<file path="src/rtl/core/rc4_pkg.sv">
// shared constants, codes and control types of the rc4 byte-stream cipher
// used by the controller, datapath and top level; depends on nothing
`timescale 1ns / 1ps

package rc4_pkg;

   // permutation table geometry (fixed by the cipher)
   localparam int PERM_SIZE = 256;
   localparam int PERM_AW   = 8;

   // key store geometry
   localparam int KEY_DEPTH = 256;
   localparam int KEY_AW    = (KEY_DEPTH > 1) ? $clog2(KEY_DEPTH) : 1;

   // key length register
   localparam int          LEN_W         = 9;
   localparam logic [8:0]  KEY_LEN_RESET = 9'd16;

   // request kinds carried in tuser
   typedef enum logic [1:0] {
      OP_KEY   = 2'd0,
      OP_START = 2'd1,
      OP_DATA  = 2'd2,
      OP_NONE  = 2'd3
   } op_type;

   // controller states
   typedef enum logic [3:0] {
      ST_IDLE,
      ST_FILL,
      ST_KS_READ,
      ST_KS_SUM,
      ST_KS_WR_K,
      ST_KS_WR_J,
      ST_DT_READ_I,
      ST_DT_READ_J,
      ST_DT_WR_I,
      ST_DT_WR_J,
      ST_DT_OUT
   } state_type;

   // commands from controller to datapath
   typedef struct packed {
      logic load;      // capture the accepted data byte
      logic key_wr;    // write the accepted key byte
      logic ks_clear;  // clear k, j and key position
      logic fill_wr;   // write S[k] = k, advance k
      logic ks_rd_k;   // read S[k] and key[pos]
      logic ks_sum;    // j += S[k] + key[pos], read S[j]
      logic ks_wr_k;   // write S[k] = S[j]
      logic ks_wr_j;   // write S[j] = old S[k], advance k and pos
      logic dt_rd_i;   // i += 1, read S[i]
      logic dt_rd_j;   // j += S[i], read S[j]
      logic dt_wr_i;   // write S[i] = S[j]
      logic dt_wr_j;   // write S[j] = old S[i], read S[S[i] + S[j]]
      logic dt_out;    // load the result register
   } cmd_type;

   // status from datapath to controller
   typedef struct packed {
      logic k_last;    // schedule counter at its last entry
      logic out_free;  // result register can take a new byte
   } status_type;

endpackage

</file>
<file path="src/rtl/core/rc4_ctrl.sv">
// rc4 controller: sequences key writes, key schedule and keystream steps
// depends on rc4_pkg
`timescale 1ns / 1ps

module rc4_ctrl
   import rc4_pkg::*;
(
   input  logic       clock,
   input  logic       reset,
   input  logic       req_tvalid,
   input  op_type     req_op,
   output logic       req_tready,
   input  status_type status,
   output cmd_type    cmd
);

   state_type state_ff, state_in;
   logic      accept;

   assign req_tready = (state_ff == ST_IDLE);
   assign accept     = req_tvalid && req_tready;

   // next state
   always_comb begin
      state_in = state_ff;
      case (state_ff)
         ST_IDLE: begin
            if (accept && (req_op == OP_START)) begin
               state_in = ST_FILL;
            end else if (accept && (req_op == OP_DATA)) begin
               state_in = ST_DT_READ_I;
            end
         end
         ST_FILL: begin
            if (status.k_last) begin
               state_in = ST_KS_READ;
            end
         end
         ST_KS_READ:   state_in = ST_KS_SUM;
         ST_KS_SUM:    state_in = ST_KS_WR_K;
         ST_KS_WR_K:   state_in = ST_KS_WR_J;
         ST_KS_WR_J: begin
            state_in = status.k_last ? ST_IDLE : ST_KS_READ;
         end
         ST_DT_READ_I: state_in = ST_DT_READ_J;
         ST_DT_READ_J: state_in = ST_DT_WR_I;
         ST_DT_WR_I:   state_in = ST_DT_WR_J;
         ST_DT_WR_J:   state_in = ST_DT_OUT;
         ST_DT_OUT: begin
            if (status.out_free) begin
               state_in = ST_IDLE;
            end
         end
         default:      state_in = ST_IDLE;
      endcase
   end

   // datapath commands
   always_comb begin
      cmd = '0;
      case (state_ff)
         ST_IDLE: begin
            cmd.load     = accept;
            cmd.key_wr   = accept && (req_op == OP_KEY);
            cmd.ks_clear = accept && (req_op == OP_START);
         end
         ST_FILL:      cmd.fill_wr = 1'b1;
         ST_KS_READ:   cmd.ks_rd_k = 1'b1;
         ST_KS_SUM:    cmd.ks_sum  = 1'b1;
         ST_KS_WR_K:   cmd.ks_wr_k = 1'b1;
         ST_KS_WR_J:   cmd.ks_wr_j = 1'b1;
         ST_DT_READ_I: cmd.dt_rd_i = 1'b1;
         ST_DT_READ_J: cmd.dt_rd_j = 1'b1;
         ST_DT_WR_I:   cmd.dt_wr_i = 1'b1;
         ST_DT_WR_J:   cmd.dt_wr_j = 1'b1;
         ST_DT_OUT:    cmd.dt_out  = status.out_free;
         default:      cmd = '0;
      endcase
   end

   // state register
   always_ff @(posedge clock) begin
      if (reset) begin
         state_ff <= ST_IDLE;
      end else begin
         state_ff <= state_in;
      end
   end

endmodule
</file>
<file path="config.mk">
export PLATFORM = sky130hd
export DESIGN_NAME = rc4_ctrl
export DESIGN_NICKNAME = d
export VERILOG_FILES = /design/src/rtl/core/rc4_pkg.sv /design/src/rtl/core/rc4_ctrl.sv
export SDC_FILE = /design/constraint.sdc
export NUM_CORES = 1
export LEC_CHECK = 0
export BUFFER_PORTS_ARGS = -buffer_cell sky130_fd_sc_hd__buf_2
export CORE_AREA = 3 3 40 42
export DETAILED_ROUTE_END_ITERATION = 8
export DIE_AREA = 0 0 43 45
export GPL_TIMING_DRIVEN = 0
export PLACE_DENSITY = 0.65
export SYNTH_ARGS = -nofsm -noshare
export SYNTH_HDL_FRONTEND = slang
export SYNTH_SLANG_ARGS = --single-unit
export TNS_END_PERCENT = 30
</file>
<file path="constraint.sdc">
create_clock -name clock -period 1.8 [get_ports clock]
set_input_delay 0.36 -clock clock [delete_from_list [all_inputs] [get_ports clock]]
set_output_delay 0.36 -clock clock [all_outputs]
set_load 0.1 [all_outputs]
</file>
Word-level counts from Yosys, hierarchy flattened
Cells that the tools add are included.
{"block": "classes", "muxes": 17, "n_eq_ne": 15, "n_reduce_logical": 7}
{"operator": "4-bit one-hot mux with 11 select lines", "n": 1}
{"operator": "4-bit by 3-bit equality test with 1-bit output (second input constant)", "n": 4}
{"operator": "4-bit two-way mux", "n": 4}
{"operator": "4-bit equality test (second input constant)", "n": 3}
{"operator": "1-bit two-way mux", "n": 10}
{"operator": "4-bit by 2-bit equality test with 1-bit output (second input constant)", "n": 2}
{"operator": "4-bit by 1-bit equality test with 1-bit output (second input constant)", "n": 1}
{"operator": "1-bit logical AND", "n": 4}
{"operator": "4-bit logical NOT", "n": 1}
{"operator": "2-bit inequality test (second input constant)", "n": 2}
{"operator": "3-bit two-way mux", "n": 1}
{"operator": "3-bit by 1-bit inequality test with 1-bit output (second input constant)", "n": 1}
{"operator": "3-bit AND reduction", "n": 1}
{"operator": "2-bit by 1-bit equality test with 1-bit output (second input constant)", "n": 1}
{"operator": "2-bit equality test (second input constant)", "n": 1}
{"operator": "2-bit logical NOT", "n": 1}
{"operator": "2-bit two-way mux", "n": 1}
{"block": "word_totals", "output_inout_bits": 14, "wordCells": 40, "regBits": 4}

Logic depth before layout (Yosys ltp)
{"block": "depth", "ltp_word": 6, "ltp_mapped": 5}

Worst setup path before layout
No wires, ideal clock.
{"block": "synth_timing", "path_kind": "reg2out", "from": "reg state_ff[3]", "to": "out cmd[11] in the netlist's numbering", "path_slack_ns": -4.027, "t_arrival_ns": 5.467, "n_path_buf": 0, "path_stages_with_launch": 4, "t_required_ns": 1.440, "cell_sequence": "dfxtp_1 nor4_2 and2_1 nor3b_1"}
{"item": "from (decl)", "line_no": "rc4_ctrl.sv:17", "rtl": "state_type state_ff, state_in;"}
{"item": "from (signal assigned)", "line_no": "rc4_ctrl.sv:86", "rtl": "state_ff <= state_in;"}
{"item": "to (decl)", "line_no": "rc4_ctrl.sv:14", "rtl": "output cmd_type cmd"}

==> results.md <==
* Worst skew pair latency at 0.23 ns
* Die Width at 43 µm
* Total routed wirelength at 1265 µm
* # diodes at 0
* Slew Limit Headroom at 0.7916
* Hpwl dp at 838.7 µm
* Number of synthesized flops with an enable pin at 0
* Register area at 87.58 µm²
* Regs by FF count: state_ff x4
* Fin. Hold Viols at 0
* Port-buffer cells at 20
* Post-route ant nets at 0
* Worst setup EP type: output pin
* Layout cells sized above 1 at 0.5765
* Largest net degree at the start of global routing at 11
* Max reg flops at 4
* Crit-path cells: nor4_4 > and2_4 > nor3b_4 > buf_12
* WL met1 at 523 µm
* Die area at 0.001935 mm²
* Initial antenna violation count at 0
* Flop and latch count out of synthesis at 4
* CP max-delay cell: nor4_4
* Yosys top cell area share at 0.2098
* Metal2 WL at 676 µm
* Initial core utilization at 0.2970
* Asr flop ratio synth at 0
* CTS tree: yes
* WL/cell at 12.65 µm
* Status: complete, but fails checks
* Site Rows at 13
* Mean Syn Cell Area at 6.815 µm²
* Unrepaired setup endpoints after global routing: yes
* Syn Nets at 63
* Most flops, register: state_ff
* CTS Buf Count at 3
* Yosys cell types at 29
* Worst Tran Pin Value at about 0.31 ns
* P_sw at 0.0009077 W
* Sw frac at 0.5827
* Core area at 0.001285 mm²
* Area contributors post-synth: dfxtp_1, nor3_1, nor2_1
* Maximum vdd ir drop at 1.382 mV
* Placer congestion estimate at 0.7174
* Filler cells at 126
* Multi-input combinational cell area at 332.8 µm²
* Maximum buffer depth of the clock tree at 2
* Fmax at 0.5183 GHz
* Util after Layout at 0.5920
* Drt drc at 0
* Max FO, Critical Path at 4
* Cell accounting for the most synthesized area: dfxtp_1
* Final period util at 1.072
* Pwr Total at 0.001558 W
* Die H at 45 µm
* Fin. max-slew vios at 0
* Worst path max stage delay at ~0.36 ns
* CTS sink cnt at 4
* Highest routed layer: met3
* Leading register cell type out of synthesis: dfxtp_1
* Arrival @ worst endpoint at 1.57 ns
* CP required at approximately 1.4 ns
* Fin worst setup slack at -0.1292 ns
* Vias in the first global route at just under 500
* First-pass GRT wire length at 2007 µm
* Period minus WS final at slightly below 2 ns
* Clock network power share at 0.071
* Mapped Area at 381.6 µm²
* Initial drt markers at 11
* Clk_skew at 0.002817 ns
* Vias post-DR at 519
* Startpoint type of the worst setup path: register
* Internal power at 0.0006499 W
* Gr ovfl total at 0
* Failing checks: setup timing
* Drt first pass iters at 4
* Setup Crit Path Kind: reg2out
* WL met3 at 66 µm
* HP Class: in2reg
* Leakage at 0.3315 nW
* Hold_buf cts at 0
* Yosys warning count at 0
* Cell Pwr Density at around 2000 mW/mm²
* Nets@finish at 94
* Sequential Power Share at 0.107
* Post-Syn Instances at 56
* Sequential-to-total area share from yosys stat at 0.2098
* Vias/cell at around 5.2
* H-Tree Level Count at 1
* Total GRT Usage at 0.1329
* Combinational power share at 0.822
* Clock transition at path regs at roughly 0.040 ns
* P&R area growth vs syn at 99.34%
* CTS root buf: clkbuf_4
* # setup viols final at 1
* Io pins at 21
* Max Cap Viol at 0
[cells in the mapped netlist (2+ instances only)]
cell type / number
a21oi_1: 2
buf_1: 2
nor2_1: 10
nand2b_1: 2
nand2_1: 5
inv_1: 2
nor3_1: 8
dfxtp_1: 4
[cell type report]
type	count	share of cell area
inverter	3	0.01480
timing repair buffer	26	0.3289
multi-input combinational	45	0.4375
buffer	4	0.04934
tap	15	0.02467
sequential	4	0.1151
clock buffer	3	0.02961
[worst max-delay path, delay by kind of cell (launching register included)]
kind	cells	cell delay [ns]
buf+inv	1	0.21
flops	1	0.33
simple gates	3	0.80
[per-layer routing]
metal / up-vias / global-route usage
met1: 245 / 0.1507
met4: 0 / 0.02410
li1: 256 / -
met5: - / 0
met2: 18 / 0.2365
met3: 0 / 0.05578
[timing repair]
| action | 4_1_cts | 5_1_grt |
|---|---|---|
| setup endpoints to repair | 13 | 13 |
| pin swaps | 2 | 2 |
| endpoints found under the hold margin | 0 | 0 |
| buffers inserted | 3 | 3 |
| gates resized for setup | 29 | 13 |
[power groups by stage]
stage	Combinational [W]	Clock, W	Sequential [W]
after global routing	0.00135	0.000124	0.000171
after CTS	0.00115	0.000118	0.000164
final	0.00128	0.000110	0.000167
after global placement	0.00102	0	0.000165
after floorplan	0.000895	0	0.000158
after detailed placement	0.00102	0	0.000166
[final timing paths]
path | start | to | slack [ns] | cells past startpoint
max | state_ff[2]$_SDFFE_PP0P_ | cmd[11] | -0.13 | 4
min | reset | state_ff[0]$_SDFFE_PP0P_ | 0.34 | 2
max reg2reg | state_ff[3]$_SDFFE_PP0P_ | state_ff[1]$_SDFFE_PP0P_ | 0.20 | 5
min reg2reg | state_ff[2]$_SDFFE_PP0P_ | state_ff[3]$_SDFFE_PP0P_ | 0.60 | 3
[placed cells by master, fill, tap and decap left out, types with 3 or more instances in the layout]
master and count:
nor2_1 9, buf_2 7, dfxtp_2 3, buf_6 8, buf_12 3, nor3_1 5
nand2_1 5, buf_4 9, clkbuf_4 4
[metrics by stage]
step           hold WS, ns  worst slack [ns]  std cells  setup TNS, ns  cell area [µm²]
3_3_place_gp        0.5861           -0.1231         91        -0.3371            560.5
2_1_floorplan       0.4324            -1.472         56         -11.84            441.7
5_1_grt             0.3335           -0.2021        100        -0.4678            760.7
6_report            0.3371           -0.1292        100        -0.1292            760.7
4_1_cts             0.3271           -0.1268         97        -0.1268            691.9
3_5_place_dp        0.5879           -0.1462         91        -0.4053            560.5
[logic make-up (layout without fill, tap and decap cells)]
family | after synthesis | count (layout) | synth area share
compound gates | 11 | 11 | 0.2296
xor+xnor | 1 | 1 | 0.02296
simple gates | 33 | 33 | 0.4656
flops | 4 | 4 | 0.2098
buf+inv | 7 | 36 | 0.07211
Note: power is estimated with default switching activity, not from simulation.
