`config.mk`:
```
export PLATFORM = sky130hd
export DESIGN_NAME = rc4_datapath
export DESIGN_NICKNAME = d
export VERILOG_FILES = /design/src/rtl/core/rc4_pkg.sv /design/src/rtl/core/rc4_ram.sv /design/src/rtl/core/rc4_datapath.sv
export SDC_FILE = /design/constraint.sdc
export NUM_CORES = 2
export LEC_CHECK = 0
export BUFFER_PORTS_ARGS = -buffer_cell sky130_fd_sc_hd__buf_2
export CELL_PAD_IN_SITES_DETAIL_PLACEMENT = 2
export CELL_PAD_IN_SITES_GLOBAL_PLACEMENT = 2
export CORE_MARGIN = 2
export CORE_UTILIZATION = 53
export DETAILED_ROUTE_END_ITERATION = 12
export PLACE_DENSITY_LB_ADDON = 0.1
export SLEW_MARGIN = 20
export SYNTH_ARGS = -nofsm -noshare
export SYNTH_HDL_FRONTEND = slang
export SYNTH_SLANG_ARGS = --single-unit
```
`constraint.sdc`:
```
create_clock -name clock -period 13.5 [get_ports clock]
set_clock_uncertainty 0.05 [all_clocks]
set_input_delay 1.35 -clock clock [delete_from_list [all_inputs] [get_ports clock]]
set_output_delay 1.35 -clock clock [all_outputs]
set_load 0.05 [all_outputs]
```
`src/rtl/core/rc4_pkg.sv`:
```
// shared constants, codes and control types of the rc4 byte-stream cipher
// used by the controller, datapath and top level; depends on nothing
`timescale 1ns / 1ps

package rc4_pkg;

   // permutation table geometry (fixed by the cipher)
   localparam int PERM_SIZE = 256;
   localparam int PERM_AW   = 8;

   // key store geometry
   localparam int KEY_DEPTH = 256;
   localparam int KEY_AW    = (KEY_DEPTH > 1) ? $clog2(KEY_DEPTH) : 1;

   // key length register
   localparam int          LEN_W         = 9;
   localparam logic [8:0]  KEY_LEN_RESET = 9'd16;

   // request kinds carried in tuser
   typedef enum logic [1:0] {
      OP_KEY   = 2'd0,
      OP_START = 2'd1,
      OP_DATA  = 2'd2,
      OP_NONE  = 2'd3
   } op_type;

   // controller states
   typedef enum logic [3:0] {
      ST_IDLE,
      ST_FILL,
      ST_KS_READ,
      ST_KS_SUM,
      ST_KS_WR_K,
      ST_KS_WR_J,
      ST_DT_READ_I,
      ST_DT_READ_J,
      ST_DT_WR_I,
      ST_DT_WR_J,
      ST_DT_OUT
   } state_type;

   // commands from controller to datapath
   typedef struct packed {
      logic load;      // capture the accepted data byte
      logic key_wr;    // write the accepted key byte
      logic ks_clear;  // clear k, j and key position
      logic fill_wr;   // write S[k] = k, advance k
      logic ks_rd_k;   // read S[k] and key[pos]
      logic ks_sum;    // j += S[k] + key[pos], read S[j]
      logic ks_wr_k;   // write S[k] = S[j]
      logic ks_wr_j;   // write S[j] = old S[k], advance k and pos
      logic dt_rd_i;   // i += 1, read S[i]
      logic dt_rd_j;   // j += S[i], read S[j]
      logic dt_wr_i;   // write S[i] = S[j]
      logic dt_wr_j;   // write S[j] = old S[i], read S[S[i] + S[j]]
      logic dt_out;    // load the result register
   } cmd_type;

   // status from datapath to controller
   typedef struct packed {
      logic k_last;    // schedule counter at its last entry
      logic out_free;  // result register can take a new byte
   } status_type;

endpackage

```
`src/rtl/core/rc4_ram.sv`:
```
// generic single write port, single read port ram with registered read data
// no dependencies; read returns the stored value before a same-cycle write
`timescale 1ns / 1ps

module rc4_ram #(
   parameter int WIDTH = 8,
   parameter int DEPTH = 256
) (
   input  logic                                   clock,
   input  logic                                   wr_en,
   input  logic [((DEPTH > 1) ? $clog2(DEPTH) : 1)-1:0] wr_addr,
   input  logic [WIDTH-1:0]                       wr_data,
   input  logic                                   rd_en,
   input  logic [((DEPTH > 1) ? $clog2(DEPTH) : 1)-1:0] rd_addr,
   output logic [WIDTH-1:0]                       rd_data
);

   logic [WIDTH-1:0] mem_ff [DEPTH];
   logic [WIDTH-1:0] rd_data_ff;

   // write port
   always_ff @(posedge clock) begin
      if (wr_en) begin
         mem_ff[wr_addr] <= wr_data;
      end
   end

   // registered read, held while not enabled
   always_ff @(posedge clock) begin
      if (rd_en) begin
         rd_data_ff <= mem_ff[rd_addr];
      end
   end

   assign rd_data = rd_data_ff;

endmodule

```
`src/rtl/core/rc4_datapath.sv`:
```
// rc4 datapath: permutation and key memories, indices, key length and result register
// depends on rc4_pkg and rc4_ram
`timescale 1ns / 1ps

module rc4_datapath
   import rc4_pkg::*;
(
   input  logic             clock,
   input  logic             reset,
   input  cmd_type          cmd,
   output status_type       status,
   input  logic [7:0]       key_index,
   input  logic [7:0]       in_byte,
   input  logic             csr_write,
   input  logic [LEN_W-1:0] csr_wdata,
   input  logic             rsp_tready,
   output logic             rsp_tvalid,
   output logic [7:0]       rsp_tdata
);

   logic [LEN_W-1:0]   key_len_ff, key_len_in;
   logic [LEN_W-1:0]   eff_len;
   logic [PERM_AW-1:0] k_ff, k_in;
   logic [KEY_AW-1:0]  pos_ff, pos_in;
   logic [PERM_AW-1:0] i_ff, i_in;
   logic [PERM_AW-1:0] j_ff, j_in;
   logic [7:0]         s_a_ff, s_a_in;
   logic [7:0]         s_b_ff, s_b_in;
   logic               hit_ff, hit_in;
   logic [7:0]         byte_ff, byte_in;
   logic               rsp_valid_ff, rsp_valid_in;
   logic [7:0]         rsp_data_ff, rsp_data_in;

   logic               perm_wr_en;
   logic [PERM_AW-1:0] perm_wr_addr;
   logic [7:0]         perm_wr_data;
   logic               perm_rd_en;
   logic [PERM_AW-1:0] perm_rd_addr;
   logic [7:0]         perm_rd_data;
   logic               key_wr_en;
   logic [7:0]         key_rd_data;
   logic [PERM_AW-1:0] t_sum;
   logic [7:0]         ks_byte;

   // effective key length, saturated to 1 .. KEY_DEPTH
   always_comb begin
      if (key_len_ff == '0) begin
         eff_len = LEN_W'(1);
      end else if (key_len_ff > LEN_W'(KEY_DEPTH)) begin
         eff_len = LEN_W'(KEY_DEPTH);
      end else begin
         eff_len = key_len_ff;
      end
   end

   // key bytes beyond the store are dropped
   assign key_wr_en = cmd.key_wr && ({1'b0, key_index} < 9'(KEY_DEPTH));

   assign t_sum   = s_a_ff + s_b_ff;
   assign ks_byte = hit_ff ? s_a_ff : perm_rd_data;

   // register next values
   always_comb begin
      key_len_in   = key_len_ff;
      k_in         = k_ff;
      pos_in       = pos_ff;
      i_in         = i_ff;
      j_in         = j_ff;
      s_a_in       = s_a_ff;
      s_b_in       = s_b_ff;
      hit_in       = hit_ff;
      byte_in      = byte_ff;
      rsp_valid_in = rsp_valid_ff;
      rsp_data_in  = rsp_data_ff;

      if (csr_write) begin
         key_len_in = csr_wdata;
      end
      if (cmd.load) begin
         byte_in = in_byte;
      end
      if (cmd.ks_clear) begin
         k_in   = '0;
         pos_in = '0;
         j_in   = '0;
      end
      if (cmd.fill_wr) begin
         k_in = k_ff + PERM_AW'(1);
      end
      if (cmd.ks_sum) begin
         s_a_in = perm_rd_data;
         j_in   = j_ff + perm_rd_data + key_rd_data;
      end
      if (cmd.ks_wr_j) begin
         k_in = k_ff + PERM_AW'(1);
         if ((LEN_W'(pos_ff) + LEN_W'(1)) == eff_len) begin
            pos_in = '0;
         end else begin
            pos_in = pos_ff + KEY_AW'(1);
         end
         // schedule done: generator indices restart
         if (status.k_last) begin
            i_in = '0;
            j_in = '0;
         end
      end
      if (cmd.dt_rd_i) begin
         i_in = i_ff + PERM_AW'(1);
      end
      if (cmd.dt_rd_j) begin
         s_a_in = perm_rd_data;
         j_in   = j_ff + perm_rd_data;
      end
      if (cmd.dt_wr_i) begin
         s_b_in = perm_rd_data;
      end
      if (cmd.dt_wr_j) begin
         // the read of S[t] sees the old S[j] when t hits j
         hit_in = (t_sum == j_ff);
      end

      // result register, one transaction deep
      if (rsp_valid_ff && rsp_tready) begin
         rsp_valid_in = 1'b0;
      end
      if (cmd.dt_out) begin
         rsp_valid_in = 1'b1;
         rsp_data_in  = byte_ff ^ ks_byte;
      end
   end

   // control registers
   always_ff @(posedge clock) begin
      if (reset) begin
         key_len_ff   <= KEY_LEN_RESET;
         i_ff         <= '0;
         j_ff         <= '0;
         rsp_valid_ff <= 1'b0;
      end else begin
         key_len_ff   <= key_len_in;
         i_ff         <= i_in;
         j_ff         <= j_in;
         rsp_valid_ff <= rsp_valid_in;
      end
   end

   // payload registers
   always_ff @(posedge clock) begin
      k_ff        <= k_in;
      pos_ff      <= pos_in;
      s_a_ff      <= s_a_in;
      s_b_ff      <= s_b_in;
      hit_ff      <= hit_in;
      byte_ff     <= byte_in;
      rsp_data_ff <= rsp_data_in;
   end

   // permutation memory port selection
   always_comb begin
      perm_wr_en   = 1'b1;
      perm_wr_addr = k_ff;
      perm_wr_data = k_ff;
      if (cmd.ks_wr_k) begin
         perm_wr_data = perm_rd_data;
      end else if (cmd.ks_wr_j) begin
         perm_wr_addr = j_ff;
         perm_wr_data = s_a_ff;
      end else if (cmd.dt_wr_i) begin
         perm_wr_addr = i_ff;
         perm_wr_data = perm_rd_data;
      end else if (cmd.dt_wr_j) begin
         perm_wr_addr = j_ff;
         perm_wr_data = s_a_ff;
      end else if (!cmd.fill_wr) begin
         perm_wr_en = 1'b0;
      end

      perm_rd_en   = 1'b1;
      perm_rd_addr = k_ff;
      if (cmd.ks_sum) begin
         perm_rd_addr = j_in;
      end else if (cmd.dt_rd_i) begin
         perm_rd_addr = i_in;
      end else if (cmd.dt_rd_j) begin
         perm_rd_addr = j_in;
      end else if (cmd.dt_wr_j) begin
         perm_rd_addr = t_sum;
      end else if (!cmd.ks_rd_k) begin
         perm_rd_en = 1'b0;
      end
   end

   rc4_ram #(
      .WIDTH (8),
      .DEPTH (PERM_SIZE)
   ) u_perm_ram (
      .clock   (clock),
      .wr_en   (perm_wr_en),
      .wr_addr (perm_wr_addr),
      .wr_data (perm_wr_data),
      .rd_en   (perm_rd_en),
      .rd_addr (perm_rd_addr),
      .rd_data (perm_rd_data)
   );

   rc4_ram #(
      .WIDTH (8),
      .DEPTH (KEY_DEPTH)
   ) u_key_ram (
      .clock   (clock),
      .wr_en   (key_wr_en),
      .wr_addr (key_index[KEY_AW-1:0]),
      .wr_data (in_byte),
      .rd_en   (cmd.ks_rd_k),
      .rd_addr (pos_ff),
      .rd_data (key_rd_data)
   );

   // status and outputs
   assign status.k_last   = (k_ff == PERM_AW'(PERM_SIZE - 1));
   assign status.out_free = !rsp_valid_ff || rsp_tready;
   assign rsp_tvalid      = rsp_valid_ff;
   assign rsp_tdata       = rsp_data_ff;

endmodule

```
==> results of run 1 <==
## cells by family after synthesis
family                     count (synthesis)  synth area share
and+or+nand+nor                         2795            0.0715
adders and majority gates                 28           0.00224
muxes                                    974             0.125
buffers and inverters                    606            0.0190
DFF                                     4187             0.753
AOI/OAI and AO/OA                        627            0.0270
xor gates and xnor gates                  48           0.00257
## metrics by stage
| stage | setup slack, ns | cell area (µm²) | cells | hold slack, ns |
|---|---|---|---|---|
| floorplan | 7.00 | 167000 | 9265 | 0.444 |
| global placement | 5.76 | 171000 | 13064 | 0.423 |
==> results.toml, run 1 <==
[placement]
place.gp.congestion = 0.868
numPortBuffers = 52
detailed_place_hpwl_um = 377000

[status]
tool.error = "[ERROR DPL-0033] detailed placement checks failed during check placement."
halt_point_of_the_flow = "detailed placement"
outcome = "aborted with a tool error"

[synth]
synth_area_leaders = "edfxtp_1 75%, mux4_2 12%, nand2_1 3.1%"
ys.warnings.count = 0
ys_top_cells_by_count = "4,161 x edfxtp_1, 1,369 x nand2_1, 868 x mux4_2"
postSynth.asyncResetShare = 0
ys.flop_type = "edfxtp_1"
ys_ff_latch = 4187
post_synth_instance_area_um2 = 167000
ys_types = 99
yosys.area.top_type = "edfxtp_1"
netlist_instances = 9265
synth_seq_area_share = 0.753
synth_enable_flop_cells = 4161
synth_fp_nets = 9335
most_frequently_used_cell_type_in_the_post_synthesis_netlist = "edfxtp_1"
yosys.area.top_type_share = 0.750
synthesized_area_divided_by_synthesized_cell_count_um2 = 18.0

[floorplanning]
io_pins = 53
fp.dieW_um = 565
floorplan.initialDensity = 0.533
rows = 205
die_h_um = 565
==> run 2, diff against run 1 <==
--- a/config.mk
+++ b/config.mk
@@ -6,12 +6,10 @@
 export NUM_CORES = 2
 export LEC_CHECK = 0
 export BUFFER_PORTS_ARGS = -buffer_cell sky130_fd_sc_hd__buf_2
-export CELL_PAD_IN_SITES_DETAIL_PLACEMENT = 2
-export CELL_PAD_IN_SITES_GLOBAL_PLACEMENT = 2
 export CORE_MARGIN = 2
-export CORE_UTILIZATION = 53
+export CORE_UTILIZATION = 40
 export DETAILED_ROUTE_END_ITERATION = 12
-export PLACE_DENSITY_LB_ADDON = 0.1
+export PLACE_DENSITY_LB_ADDON = 0.15
 export SLEW_MARGIN = 20
 export SYNTH_ARGS = -nofsm -noshare
 export SYNTH_HDL_FRONTEND = slang
==> run 2 against run 1 <==
Effect of this change: area after synthesis unchanged; the run now ends clean; synthesized cell count unchanged.
==> results.toml, run 2 <==
[synth]
ys_top_cells_by_count = "4,161 x edfxtp_1, 1,369 x nand2_1, 868 x mux4_2"
netlist_instances = 9265
ys_types = 99
ys.flop_type = "edfxtp_1"
synth_fp_nets = 9335
ys.warnings.count = 0
postSynth.asyncResetShare = 0
synth_seq_area_share = 0.753
synthesized_area_divided_by_synthesized_cell_count_um2 = 18.0
yosys.area.top_type_share = 0.750
yosys.area.top_type = "edfxtp_1"
post_synth_instance_area_um2 = 167000
synth_enable_flop_cells = 4161
synth_area_leaders = "edfxtp_1 75%, mux4_2 12%, nand2_1 3.1%"
ys_ff_latch = 4187
most_frequently_used_cell_type_in_the_post_synthesis_netlist = "edfxtp_1"

[timing]
tns_ns = 0
achievable-frequency_ghz = 0.139
slew_at_the_pin_closest_to_its_max_slew_limit_ns = 1.19
grt_setup_unrepaired = "no"
layout_setup_ws_ns = 6.31
report.final.hold_viol_count = 0
setup_violations = 0
timing.final.max_slew_violations = 0
worst_hold_slack_across_all_endpoints_ns = 0.446
min_period_over_period = 0.532
post-route-min-period_ns = 7.19
max-slew-margin-rel = 0.197

[detailed_routing]
drt-pass1-iter-count = 6
detailroute.via_count = 88169
detail_route.wl_per_cell_um = 31.3
post-route-drc-count = 0
vias_per_cell = 5.79
routed_wl_um = 477000
drt_first_iter_violations = 10084
ant_nets = 0

[clock_network]
clkLatencyLatePin_ns = 1.00
post_cts_resize_count = 0
cts_hold_buf = 0
cts-buffers-inserted = 434
clockRootBuffer = "clkbuf_16"
tritoncts = "done"
clkSinkCount = 4187
clk_transition_reported_paths_ns = 0.06
number_of_setup_buffers_added_after_cts = 0
clock_tree.buffer_depth = 4
cts.htree.levels = 5

[floorplanning]
fp.dieW_um = 649
rows = 237
die_h_um = 649
floorplan.initialDensity = 0.401
die_area_um2 = 422000
core_um2 = 416000
io_pins = 53

[final_layout]
layout_top_registers = "u_key_ram.mem_ff: 2048 flops, u_perm_ram.mem_ff: 2048 flops, key_len_ff: 9 flops"
post-route-cell-area_um2 = 187000
filler_cell_count = 35703
syn_to_final_growth_pct = 12.0
mostFrequentLayoutCells = "4,161 x edfxtp_1, 1,359 x nand2_1, 868 x mux4_2, 604 x nor2_1, 497 x nand3_1"
layout_commonest_cell = "edfxtp_1"
drive_gt1_frac = 0.188
layoutNonFillerInstCount = 15218
fin_util = 0.449
final_net_count = 9428

[worst_hold_path]
hold_end = "rsp_tvalid"
worstHoldStart = "rsp_tvalid"
instance_count_along_the_most_critical_hold_path = 2
worst_hold_path_type = "flop to flop"

[worst_setup_path]
worstSetupPathType = "flop to flop"
worst_ep_required_time_ns = 14.14
cp-end-kind = "flop"
critical-path-slowest-cell = "buf_4"
path_cells = "ha_1, fa_1, inv_1, fa_1, nor2b_1, a21o_4, buf_4, buf_12, buf_4, nand2_1, and3_1, a311oi_1, a311oi_1, a311oi_1, nor4_1, nand2_1, nor4b_2"
critical-path-max-stage-delay_ns = 0.63
rr_worst_depth = 17
cp_max_fo = 88
cp_common_cell = "a311oi_1"
rr_startpoint = "u_perm_ram.rd_data[0]"
critical_path.startpoint_type = "flop"
timing.reg2reg.setup_slack_ns = 6.31
r2r-end = "u_perm_ram.rd_data[1]"
worstPathArrival_ns = 7.83

[global_route]
overflow = 0
grt_antenna_before_repair = 28
grt.total_usage = 0.222
global_route_wire_length_before_repair_um = 675000
vias_in_the_first_global_route = 87058
largest_net_degree_at_the_start_of_global_routing = 205

[placement]
detailed_place_hpwl_um = 290000
dp_cells = 14417
detailedPlace.worstSlack_ns = 6.01
place.gp.congestion = 0.867
numPortBuffers = 52
instance_area_at_placement_um2 = 173000

[power_and_ir_drop]
p_leak_nw = 58.3
p_per_area_nw_per_um2 = 208
post-layout-total-power_mw = 38.8
ir_drop_mv = 0.192

[job]
number_of_max_capacitance_violations_reported = 0

[status]
outcome = "finished clean"
[run 2: cell counts after synthesis]
Identical to the previous run, type by type.
[run 2: how the worst max path moves through the flow]
| stage | start | end | slack, ns |
|---|---|---|---|
| after global routing | u_perm_ram.rd_data[0] | u_perm_ram.rd_data[1] | 6.20 |
| after global placement | cmd[7] | u_perm_ram.rd_data[1] | 6.02 |
| after detailed placement | cmd[7] | u_perm_ram.rd_data[1] | 6.01 |
| final | u_perm_ram.rd_data[0] | u_perm_ram.rd_data[1] | 6.31 |
| after floorplan | cmd[1] | u_perm_ram.mem_ff[0][3] | 7.00 |
| after CTS | u_perm_ram.rd_data[0] | u_perm_ram.rd_data[1] | 6.47 |
[run 2: cells by family after synthesis]
| group | after synthesis | share of synthesized area |
|---|---|---|
| simple gates | 2795 | 0.0715 |
| buf+inv | 606 | 0.0190 |
| xor+xnor | 48 | 0.00257 |
| mux | 974 | 0.125 |
| fa+ha+maj | 28 | 0.00224 |
| flops | 4187 | 0.753 |
| compound gates | 627 | 0.0270 |
[run 2: final cells by class]
cell class                      instances  area [µm²]  share of cell area
Antenna cell                            8        20.0            0.000107
Clock buffer                          522       11300              0.0608
Clock inverter                        269        2510              0.0135
Inverter                               24        90.1            0.000483
Multi-Input combinational cell       4472       38300               0.205
Sequential cell                      4187      125000               0.672
Tap cell                             5497        6880              0.0369
Timing Repair Buffer                  239        2020              0.0108
[run 2: power breakdown]
group | switching, mW | internal (mW)
clock network | 5.03 | 6.77
logic | 8.33 | 3.29
registers | 0.148 | 15.2
[run 2: critical path, delay by kind of cell, from the launching register on]
family / cells / cell delay (ns)
buffers and inverters: 4 / 1.75
adders and majority gates: 3 / 1.32
DFF: 1 / 0.52
and+or+nand+nor: 6 / 1.55
AOI/OAI and AO/OA: 4 / 1.47
[run 2: routing by layer]
layer  GRT usage  up-vias  routed length (µm)
met5           0        -                 101
met4      0.0759       16               17900
met3      0.0326      775               32200
met2       0.368     3424              234000
met1       0.300    46920              192000
li1            -    37034                   -
(Power assumes the default switching activity.)
